--- src/hdl/set_assoc_lru_cache_tag_lookup_top_macros.svh ---
// ---------------------------------------------------------------------------
// Assertion macros for the set-associative LRU tag lookup
// Clocked on clk, disabled while arst_n is low.
// ---------------------------------------------------------------------------
`ifndef SET_ASSOC_LRU_CACHE_TAG_LOOKUP_TOP_MACROS_SVH
`define SET_ASSOC_LRU_CACHE_TAG_LOOKUP_TOP_MACROS_SVH

// Same-cycle implication.
`define SALC_ASSERT_NOW(lbl, ante, cons, msg) \
	lbl: assert property (@(posedge clk) disable iff (!arst_n) (ante) |-> (cons)) \
		else $error(msg);

// Next-cycle implication.
`define SALC_ASSERT_NEXT(lbl, ante, cons, msg) \
	lbl: assert property (@(posedge clk) disable iff (!arst_n) (ante) |=> (cons)) \
		else $error(msg);

`endif

--- src/hdl/salc_pkg.sv ---
// ---------------------------------------------------------------------------
// salc_pkg
// Shared types and constants of the set-associative LRU tag lookup.
// ---------------------------------------------------------------------------
package salc_pkg;

	localparam int DEF_WAYS   = 4;
	localparam int DEF_SETS   = 256;
	localparam int DEF_ADDR_W = 32;

	localparam int BYTE_ADDR_W = 32;
	localparam int CFG_IDX_W   = 2;
	localparam int CFG_DATA_W  = 4;

	localparam logic [3:0] LINE_LOG2_RST = 4'd5;
	localparam logic [3:0] SETS_LOG2_RST = 4'd8;
	localparam logic [2:0] WAYS_RST      = 3'd4;

	localparam logic [3:0] LINE_LOG2_MIN = 4'd2;
	localparam logic [3:0] LINE_LOG2_MAX = 4'd12;

	typedef enum logic [CFG_IDX_W-1:0] {
		CFG_LINE_SIZE_LOG2 = 2'd0,
		CFG_SET_COUNT_LOG2 = 2'd1,
		CFG_WAYS_IN_USE    = 2'd2,
		CFG_WRITE_POLICY   = 2'd3
	} cfg_reg_t;

	typedef enum logic [1:0] {
		POL_FETCH    = 2'd0,
		POL_VALIDATE = 2'd1,
		POL_AROUND   = 2'd2
	} pol_t;

	localparam logic REQ_READ  = 1'b0;
	localparam logic REQ_WRITE = 1'b1;

	// Outcome of one set update.
	typedef struct packed {
		logic hit;
		logic stale_miss;
		logic pass_down;
		logic row_we;
	} upd_res_t;

endpackage

--- src/hdl/salc_set_update.sv ---
// ---------------------------------------------------------------------------
// salc_set_update
// Compare one set row against the tag and build the reordered row.
// ---------------------------------------------------------------------------
module salc_set_update #(
	parameter int WAYS   = 4,
	parameter int ADDR_W = 32,
	parameter int WCW    = 3
) (
	input  logic [WAYS*ADDR_W-1:0] row_rd,
	input  logic [ADDR_W-3:0]      tag,
	input  logic                   is_write,
	input  logic [1:0]             policy,
	input  logic [WCW-1:0]         ways,
	output logic [WAYS*ADDR_W-1:0] row_wr,
	output salc_pkg::upd_res_t     res
);
	import salc_pkg::*;

	localparam int SLOT_W  = ADDR_W;
	localparam int TAG_W   = ADDR_W - 2;
	localparam int PRS_BIT = ADDR_W - 1;
	localparam int INV_BIT = ADDR_W - 2;
	localparam int WIX_W   = (WAYS > 1) ? $clog2(WAYS) : 1;

	logic [SLOT_W-1:0] old_s [WAYS];
	logic [SLOT_W-1:0] up_s  [WAYS];
	logic [SLOT_W-1:0] new_s [WAYS];
	logic [WAYS-1:0]   match;
	logic [WIX_W-1:0]  elm;
	logic [WIX_W-1:0]  from;
	logic              found;
	logic              hit;
	logic              install;
	logic [SLOT_W-1:0] fill;

	for (genvar k = 0; k < WAYS; k++) begin : g_slot
		assign old_s[k] = row_rd[k*SLOT_W +: SLOT_W];
		assign match[k] = old_s[k][PRS_BIT] && (old_s[k][TAG_W-1:0] == tag)
			&& (WCW'(k) < ways);
		// Shift down toward LRU; the top slot in use takes the fill.
		if (k < WAYS - 1) begin : g_up
			assign up_s[k] = (WCW'(k + 1) < ways) ? old_s[k + 1] : fill;
		end else begin : g_top
			assign up_s[k] = fill;
		end
		assign new_s[k] = ((WIX_W'(k) >= from) && (WCW'(k) < ways)) ? up_s[k] : old_s[k];
		assign row_wr[k*SLOT_W +: SLOT_W] = new_s[k];
	end

	// Highest matching slot wins.
	always_comb begin
		found = 1'b0;
		elm   = '0;
		for (int w = 0; w < WAYS; w++) begin
			if (match[w]) begin
				found = 1'b1;
				elm   = WIX_W'(w);
			end
		end
	end

	assign hit     = found && !old_s[elm][INV_BIT];
	assign install = (is_write == REQ_READ) || (policy == POL_FETCH)
		|| (policy == POL_VALIDATE);
	assign from    = found ? elm : '0;
	assign fill    = hit ? old_s[elm]
		: {1'b1, (is_write == REQ_WRITE) && (policy == POL_VALIDATE), tag};

	assign res.hit        = hit;
	assign res.stale_miss = found && !hit;
	assign res.pass_down  = !hit && install;
	assign res.row_we     = hit || install;
endmodule

--- config.mk ---
export PLATFORM = sky130hd
export DESIGN_NAME = salc_set_update
export DESIGN_NICKNAME = d
export VERILOG_FILES = /design/src/hdl/set_assoc_lru_cache_tag_lookup_top_macros.svh /design/src/hdl/salc_pkg.sv /design/src/hdl/salc_set_update.sv
export SDC_FILE = /design/constraint.sdc
export NUM_CORES = 1
export LEC_CHECK = 0
export ABC_AREA = 1
export BUFFER_PORTS_ARGS = -buffer_cell sky130_fd_sc_hd__buf_2
export CAP_MARGIN = 10
export CORE_AREA = 2 2 115 117
export DETAILED_ROUTE_END_ITERATION = 7
export DIE_AREA = 0 0 117 119
export PLACE_DENSITY = 0.78
export RECOVER_POWER = 50
export REMOVE_ABC_BUFFERS = 1
export SYNTH_ARGS = -nofsm -noshare
export SYNTH_HDL_FRONTEND = slang
export SYNTH_SLANG_ARGS = --single-unit
--- constraint.sdc ---
create_clock -name vclk -period 2.01
set_input_delay 0.201 -clock vclk [all_inputs]
set_output_delay 0.201 -clock vclk [all_outputs]
set_load 0.02 [all_outputs]
* Word level (Yosys, flattened, before mapping) *
Cells that the tools add are included.

word-level totals
  bits in registers = 0
  bits in latches = 0
  memory bits (writable) = 0
  memory bits (read-only) = 0
  input port bits = 164
  logic and storage cells = 57
  memories kept = 0

cells by class
  $add $sub $neg = 0
  multiply operators = 0
  divide/modulo/power cells = 0
  magnitude comparators = 9
  equal/unequal tests = 5
  shift-type cells = 0
  multiplexer cells = 19
  bitwise operators = 2
  reductions and logical operators = 22

operator list
  kind                                                                                number
  32-bit two-way mux                                                                  10
  30-bit equality test                                                                4
  32-bit binary-select mux with 2-bit select                                          1
  1-bit logical AND                                                                   16
  1-bit by 3-bit < comparator with 1-bit output, first input constant                 2
  2-bit by 3-bit < comparator with 1-bit output, first input constant                 2
  2-bit two-way mux                                                                   3
  1-bit two-way mux                                                                   5
  1-bit by 2-bit greater-or-equal comparator with 1-bit output, first input constant  2
  2-bit greater-or-equal comparator, first input constant                             2
  3-bit greater-or-equal comparator, second input constant                            1
  1-bit logical OR                                                                    3
  2-bit inverter with 3-bit output                                                    1
  2-bit by 1-bit equality test with 1-bit output, second input constant               1
  1-bit zero test                                                                     2
  2-bit zero test                                                                     1
  1-bit inverter                                                                      1

* Logic depth before layout (Yosys ltp) *
Gate-level depths: netlist of run 1.

  depth in word-level cells = 15
  mapped depth = 19

* Worst setup path after synthesis of run 1 *
OpenSTA, ideal clock, no wires.

  path kind = input to output
  start point = input port tag[9]
  end point = output port row_wr[126]
  arrival = 1.837 ns
  slack = -0.028 ns
  stages = 17
  buffers on the path = 1
  cells stage by stage = buf_2 > inv_2 > nand2_1 > nand2_1 > inv_1 > nand2_1 > nor2_1 > nand2_1 > nor2_2 > nand2_4 > nand2_4 > nand2_1 > inv_1 > nand2_1 > nand3_2 > nand2_2 > o21ai_0

on the way
  cells in the longest elaborated chain, start to end = 14
  elaborated cells on any way between the ends = 30
  those cells by class = 1 x order compare; 4 x eq/ne; 13 x mux; 1 x bitwise; 11 x reduce/logical

RTL lines
  element                                                 RTL line                                      RTL
  start: declaration                                      salc_set_update.sv:11                         input logic [ADDR_W-3:0] tag,
  30-bit equality test                                    salc_set_update.sv:39                         assign match[k] = old_s[k][PRS_BIT] && (old_s[k][TAG_W-1:0] == tag)
  1-bit logical AND                                       salc_set_update.sv:39
  1-bit logical AND                                       salc_set_update.sv:40                         && (WCW'(k) < ways);
  1-bit two-way mux                                       salc_set_update.sv:56                         if (match[w]) begin
  2-bit two-way mux (2 in series)                         salc_set_update.sv:56
  2-bit inverter with 3-bit output (not written as such)  salc_set_update.sv:63, salc_set_update.sv:67
  32-bit binary-select mux with 2-bit select              salc_set_update.sv:63, salc_set_update.sv:67
  32-bit two-way mux (not written as such) (2 in series)  salc_set_update.sv:67                         assign fill = hit ? old_s[elm]
  1-bit zero test                                         salc_set_update.sv:63                         assign hit = found && !old_s[elm][INV_BIT];
  1-bit logical AND                                       salc_set_update.sv:63
  32-bit two-way mux                                      salc_set_update.sv:67
  32-bit two-way mux (*)                                  salc_set_update.sv:47                         assign new_s[k] = ((WIX_W'(k) >= from) && (WCW'(k) < ways)) ? up_s[k] : old_s[k];
  end: declaration                                        salc_set_update.sv:15                         output logic [WAYS*ADDR_W-1:0] row_wr,

Mark *: on every way between the ends. The rest lies on a longest branch, timed or not. The select of a mux whose other input is x is not followed.

* Worst setup path in the final report of run 1 *
  start point = input port ways[2]
  end point = output port row_wr[45]

on the way
  cells in the longest elaborated chain, start to end = 14
  elaborated cells on any way between the ends = 27
  those cells by class = 5 x order compare; 14 x mux; 1 x bitwise; 7 x reduce/logical

RTL lines
  element                                                 RTL line                                      RTL
  start: declaration                                      salc_set_update.sv:14                         input logic [WCW-1:0] ways,
  1-bit by 3-bit < comparator with 1-bit output           salc_set_update.sv:40, salc_set_update.sv:47
  1-bit logical AND                                       salc_set_update.sv:40
  1-bit two-way mux                                       salc_set_update.sv:56
  2-bit two-way mux (2 in series)                         salc_set_update.sv:56
  2-bit inverter with 3-bit output (not written as such)  salc_set_update.sv:63, salc_set_update.sv:67
  32-bit binary-select mux with 2-bit select              salc_set_update.sv:63, salc_set_update.sv:67
  32-bit two-way mux (not written as such) (2 in series)  salc_set_update.sv:67
  1-bit zero test                                         salc_set_update.sv:63
  1-bit logical AND                                       salc_set_update.sv:63
  32-bit two-way mux                                      salc_set_update.sv:67
  32-bit two-way mux                                      salc_set_update.sv:43                         assign up_s[k] = (WCW'(k + 1) < ways) ? old_s[k + 1] : fill;
  32-bit two-way mux (*)                                  salc_set_update.sv:47

Marks and branches as above.

==> flow_metrics.tcl, run 1 <==
set metrics [dict create \
    status "finished, violations left" \
    violations "negative setup slack" \
    seq_area_sq_um 0 \
    fin_nets 1532 \
    maxSlewHeadroom_pct 42.5 \
    start_util_pct 34.5 \
    antenna_found_initial 0 \
    drc_errors 0 \
    place_congestion 0.973 \
    die_x_microns 117 \
    yosys_warnings 0 \
    io_pins 296 \
    ir_drop_uv 191 \
    maxCapViolations 0 \
    row_count 42 \
    coreArea_sq_um 12900 \
    syn_avg_cell_area_sq_um 4.69 \
    min_path_cells 3 \
    grtUsageTotal_pct 35.5 \
    antenna_left 0 \
    seq_cell_count 0 \
    drtIter0Drc 856 \
    worstPathCellList "buf_12 -> buf_12 -> nor2_4 -> nor2_4 -> nand2_1 -> nor2_1 -> nand2_1 -> nor2_2 -> nand2_2 -> nand2_4 -> buf_12 -> nor2_4 -> clkinv_4 -> buf_6 -> a21oi_1 -> o21ai_1 -> o21ai_1 -> buf_4" \
    crit_buf_inv 6 \
    worstSetupPathType "primary input to output port" \
    final-max-slew-violation-count 0 \
    hpwl_microns 19800 \
    synthCells 947 \
    io_buffers 296 \
    synth_area_leaders "nand2_1, o21ai_0, a21oi_1" \
    grt_max_degree 50 \
    cpMaxStageDelayCell "buf_4" \
    via_count 8538 \
    synth_area_leader_cell "nand2_1" \
    first_pass_iters 6 \
    tightest_slew_ns 0.862 \
    critPathArrivalTime_ns 2.13 \
    vias_per_cell 5.54 \
    synth.most_common_cell "nand2_1" \
    num_antenna_cells 0 \
    timing.final.ws_setup_ns -0.318 \
    post-place-ws_ns -0.381 \
    crit_required_ns 1.81 \
    ys_types 33 \
    end_kind "output port" \
    worstHoldStart "is_write" \
    setup_viol 101 \
    grt_overflow 0 \
    synth_seq_area_share_pct 0 \
    grt_pass1_wl_microns 38300 \
    synth.top_cell.area_share_pct 25.3 \
    syn_area_sq_um 4440 \
    hold_class "primary input to output port" \
    worst-path-max-fanout 8 \
    critPathLaunchType "primary input" \
    crit_family "buffers and inverters" \
    finalCriticalPeriod_ns 2.33 \
    critPathMaxStageDelay_ns 0.18 \
    die_h_microns 119 \
    rsz0062_at_grt "yes" \
    max_clock_freq_mhz 430 \
    routed_wl_microns 29300 \
    wire_per_inst_microns 19.0 \
    period_share_pct 116 \
    p_total_mw 2.82 \
    die_area_sq_um 13900 \
    min_to "res[0]" \
    first_global_vias 7398 \
    hold_viol_final 0 \
    synthTopCellsByCount "nand2_1, o21ai_0, inv_1, a21oi_1, nor2_1" \
    power.density_nw_per_um2 311 \
    drive_above_1_share_pct 50.9 \
    area_growth_pct 105 \
    n_clock_buffer 0 \
    p_leak_nw 4.70 \
]
## what timing repair did
| action | CTS | global route |
|---|---|---|
| pin swaps | 29 | 31 |
| gates resized for setup | 346 | 248 |
| setup endpoints to repair | 101 | 101 |
| setup buffers | 16 | 7 |
| hold buffers | 0 | 0 |
| gates cloned | 6 | 5 |
## layout make-up
class              instances  area (sq um)
multi-input cells        755          4500
repair buffers           489          3890
fillers                  985          3780
inverters                122           483
well taps                176           220
## through the flow
stage | TNS (ns) | util, % | hold WS (ns) | std cells | cell area, sq um
global route | -32.29 | 70.6 | 0.727 | 1542 | 9090
floorplan | -83.83 | - | 0.531 | 877 | 4060
global placement | -25.62 | 55.2 | 0.721 | 1514 | 7110
CTS | -10.39 | 63.8 | 0.707 | 1536 | 8210
detailed placement | -25.12 | 55.2 | 0.719 | 1514 | 7110
finish | -21.02 | 70.6 | 0.724 | 1542 | 9090
## layout by cell type (no fill, tap or decap), types with 28 or more instances in the layout
| cell | count |
|---|---|
| nor2_1 | 70 |
| buf_6 | 77 |
| inv_1 | 95 |
| a21oi_1 | 43 |
| nand2_1 | 256 |
| a21oi_2 | 56 |
| nand2_2 | 34 |
| buf_2 | 161 |
| o21ai_2 | 32 |
| buf_4 | 204 |
| o21ai_0 | 40 |
| xnor2_1 | 28 |
| o21ai_1 | 82 |
## report_power, final
| group | leakage (nW) | internal [mW] | switching [mW] |
|---|---|---|---|
| Combinational | 4.70 | 1.23 | 1.59 |
| Clock | 0 | 0 | 0 |
| Sequential | 0 | 0 | 0 |
## worst max path at each step
stage / from / cells past startpoint / slack (ns) / endpoint
2_1_floorplan: ways[2] / 6 / -1.18 / row_wr[69]
6_report: ways[2] / 18 / -0.32 / row_wr[45]
3_3_place_gp: ways[2] / 15 / -0.36 / row_wr[5]
5_1_grt: tag[0] / 17 / -0.44 / row_wr[45]
4_1_cts: tag[2] / 18 / -0.23 / row_wr[94]
3_5_place_dp: ways[2] / 15 / -0.38 / row_wr[5]
## cell families after synthesis
kind of cell | share of synthesized area (%)
xor+xnor | 8.88
compound gates | 33.6
buf+inv | 18.8
simple gates | 38.7
## metal layers
layer / GRT usage (%) / part of all wire [%]
met1: 44.8 / 36
met2: 62.2 / 47
met5: 0 / 0
met3: 3.05 / 11
met4: 12.8 / 6.4
(Power assumes the default switching activity.)
==> inputs of run 2 (changes only) <==
- clock period: 2.01 -> 2.6 ns (I/O delays scaled with it)
==> run 2 against run 1 <==
Net effect:
- the flow now finishes without violations
- core utilization fell by 24 points
- flip-flop and latch count did not move
- cell area fell by 34%
- combinational power fell by 49%
- die area did not move
- first-iteration DRC count fell by 16%
- worst hold slack improved by 0.14 ns
- power fell by 49%
- count of clock-buffer cells in the layout did not move
- global-route usage fell by 4.7 points
- via count fell by 16%
==> flow_metrics.tcl, run 2 (synthesized netlist as in run 1, its figures left out) <==
set metrics [dict create \
    critPathLaunchType "primary input" \
    row_count 42 \
    die_h_microns 119 \
    critPathArrivalTime_ns 2.19 \
    start_util_pct 34.5 \
    antenna_found_initial 1 \
    dp.cells 1376 \
    area_growth_pct 36.2 \
    via_count 7149 \
    hpwl_microns 18900 \
    grt_pass1_wl_microns 33200 \
    maxCapViolations 0 \
    worst-path-max-fanout 20 \
    utilization_pct 46.9 \
    worstSetupPathType "primary input to output port" \
    ir_drop_uv 97.9 \
    final_common_cell "nand2_1" \
    power.density_nw_per_um2 239 \
    period_share_pct 94.3 \
    stdcell_count 1377 \
    p_leak_nw 3.33 \
    finalCriticalPeriod_ns 2.45 \
    grt_max_degree 94 \
    grtUsageTotal_pct 30.8 \
    crit_required_ns 2.34 \
    grt_overflow 0 \
    final-max-slew-violation-count 0 \
    tightest_slew_ns 0.447 \
    end_kind "output port" \
    hold_class "primary input to output port" \
    n_clock_buffer 0 \
    place_congestion 0.964 \
    seq_area_sq_um 0 \
    final_cell_mix "nand2_1, buf_2, o21ai_0" \
    rsz0062_at_grt "yes" \
    cts_hold_buf 0 \
    post_cts_buffers 0 \
    antenna_left 0 \
    status "finished clean" \
    max_clock_freq_mhz 408 \
    drc_errors 0 \
    die_area_sq_um 13900 \
    tns_ns 0 \
    seq_cell_count 0 \
    io_buffers 296 \
    die_x_microns 117 \
    first_pass_iters 5 \
    first_global_vias 6221 \
    io_pins 296 \
    fin_nets 1366 \
    coreArea_sq_um 12900 \
    wire_per_inst_microns 16.7 \
    cts-resized-gates 0 \
    setup_viol 0 \
    drtIter0Drc 720 \
    routed_wl_microns 23000 \
    hold_viol_final 0 \
    vias_per_cell 5.19 \
    drive_above_1_share_pct 28.2 \
    maxSlewHeadroom_pct 70.4 \
]
## run 2: changes by cell type in the layout (fill, tap and decap cells not counted), moves of 16 or more
cell / previous run / this run
buf_4: 204 / 20
o21ai_0: 40 / 160
buf_2: 161 / 264
buf_6: 77 / 1
o21ai_1: 82 / 10
a21oi_1: 43 / 89
a21oi_2: 56 / 11
nand2_1: 256 / 299
nand2_2: 34 / 1
o21ai_2: 32 / 0
clkbuf_1: 12 / 28
o21ai_4: 16 / 0
## run 2: critical path: stages
cell and delay [ns]:
buf_2 0.17, inv_1 0.09, nand2_1 0.06, nand2_1 0.10, nand3_1 0.09, nor2_1 0.05
nand2_1 0.08, nor2_2 0.06, nand2_4 0.08, nand2_4 0.08, nor3_4 0.29, inv_2 0.12
buf_12 0.18, o21ai_0 0.23, buf_2 0.22
## run 2: final cells by class
| class | count | area, sq um |
|---|---|---|
| Multi-Input combinational cell | 755 | 3640 |
| Fill cell | 1483 | 6830 |
| Inverter | 122 | 458 |
| Antenna cell | 1 | 2.50 |
| Tap cell | 176 | 220 |
| Timing Repair Buffer | 323 | 1720 |
## run 2: layer usage
metal  up-vias  global-route usage, %  share of wire [%]
li1       3510                      -                  -
met1      3132                   41.0                 41
met2       462                   52.7                 47
met3        45                   2.90                9.1
met4         0                   8.16                3.0
met5         -                      0                  0
## run 2: power by group
group | switching, mW | total (mW) | internal [mW] | leakage [nW]
clock network | 0 | 0.0000000514 | 0.0000000514 | 0.00000634
registers | 0 | 0 | 0 | 0
logic | 0.955 | 1.44 | 0.487 | 3.33
## run 2: path summary, 6_finish.rpt
check	from	to	slack, ns	cells after the start
max	tag[2]	row_wr[0]	0.15	15
min	policy[1]	res[0]	0.86	3
## run 2: stage by stage
stage / total power, mW / hold slack (ns) / worst slack [ns] / area, sq um
after CTS: 1.43 / 0.856 / 0.00820 / 6030
after global placement: 1.42 / 0.852 / 0.0122 / 6030
final: 1.44 / 0.859 / 0.148 / 6040
after detailed placement: 1.42 / 0.856 / 0.0153 / 6030
after global routing: 1.57 / 0.881 / -0.0200 / 6040
after floorplan: 0.771 / 0.649 / -0.710 / 4060
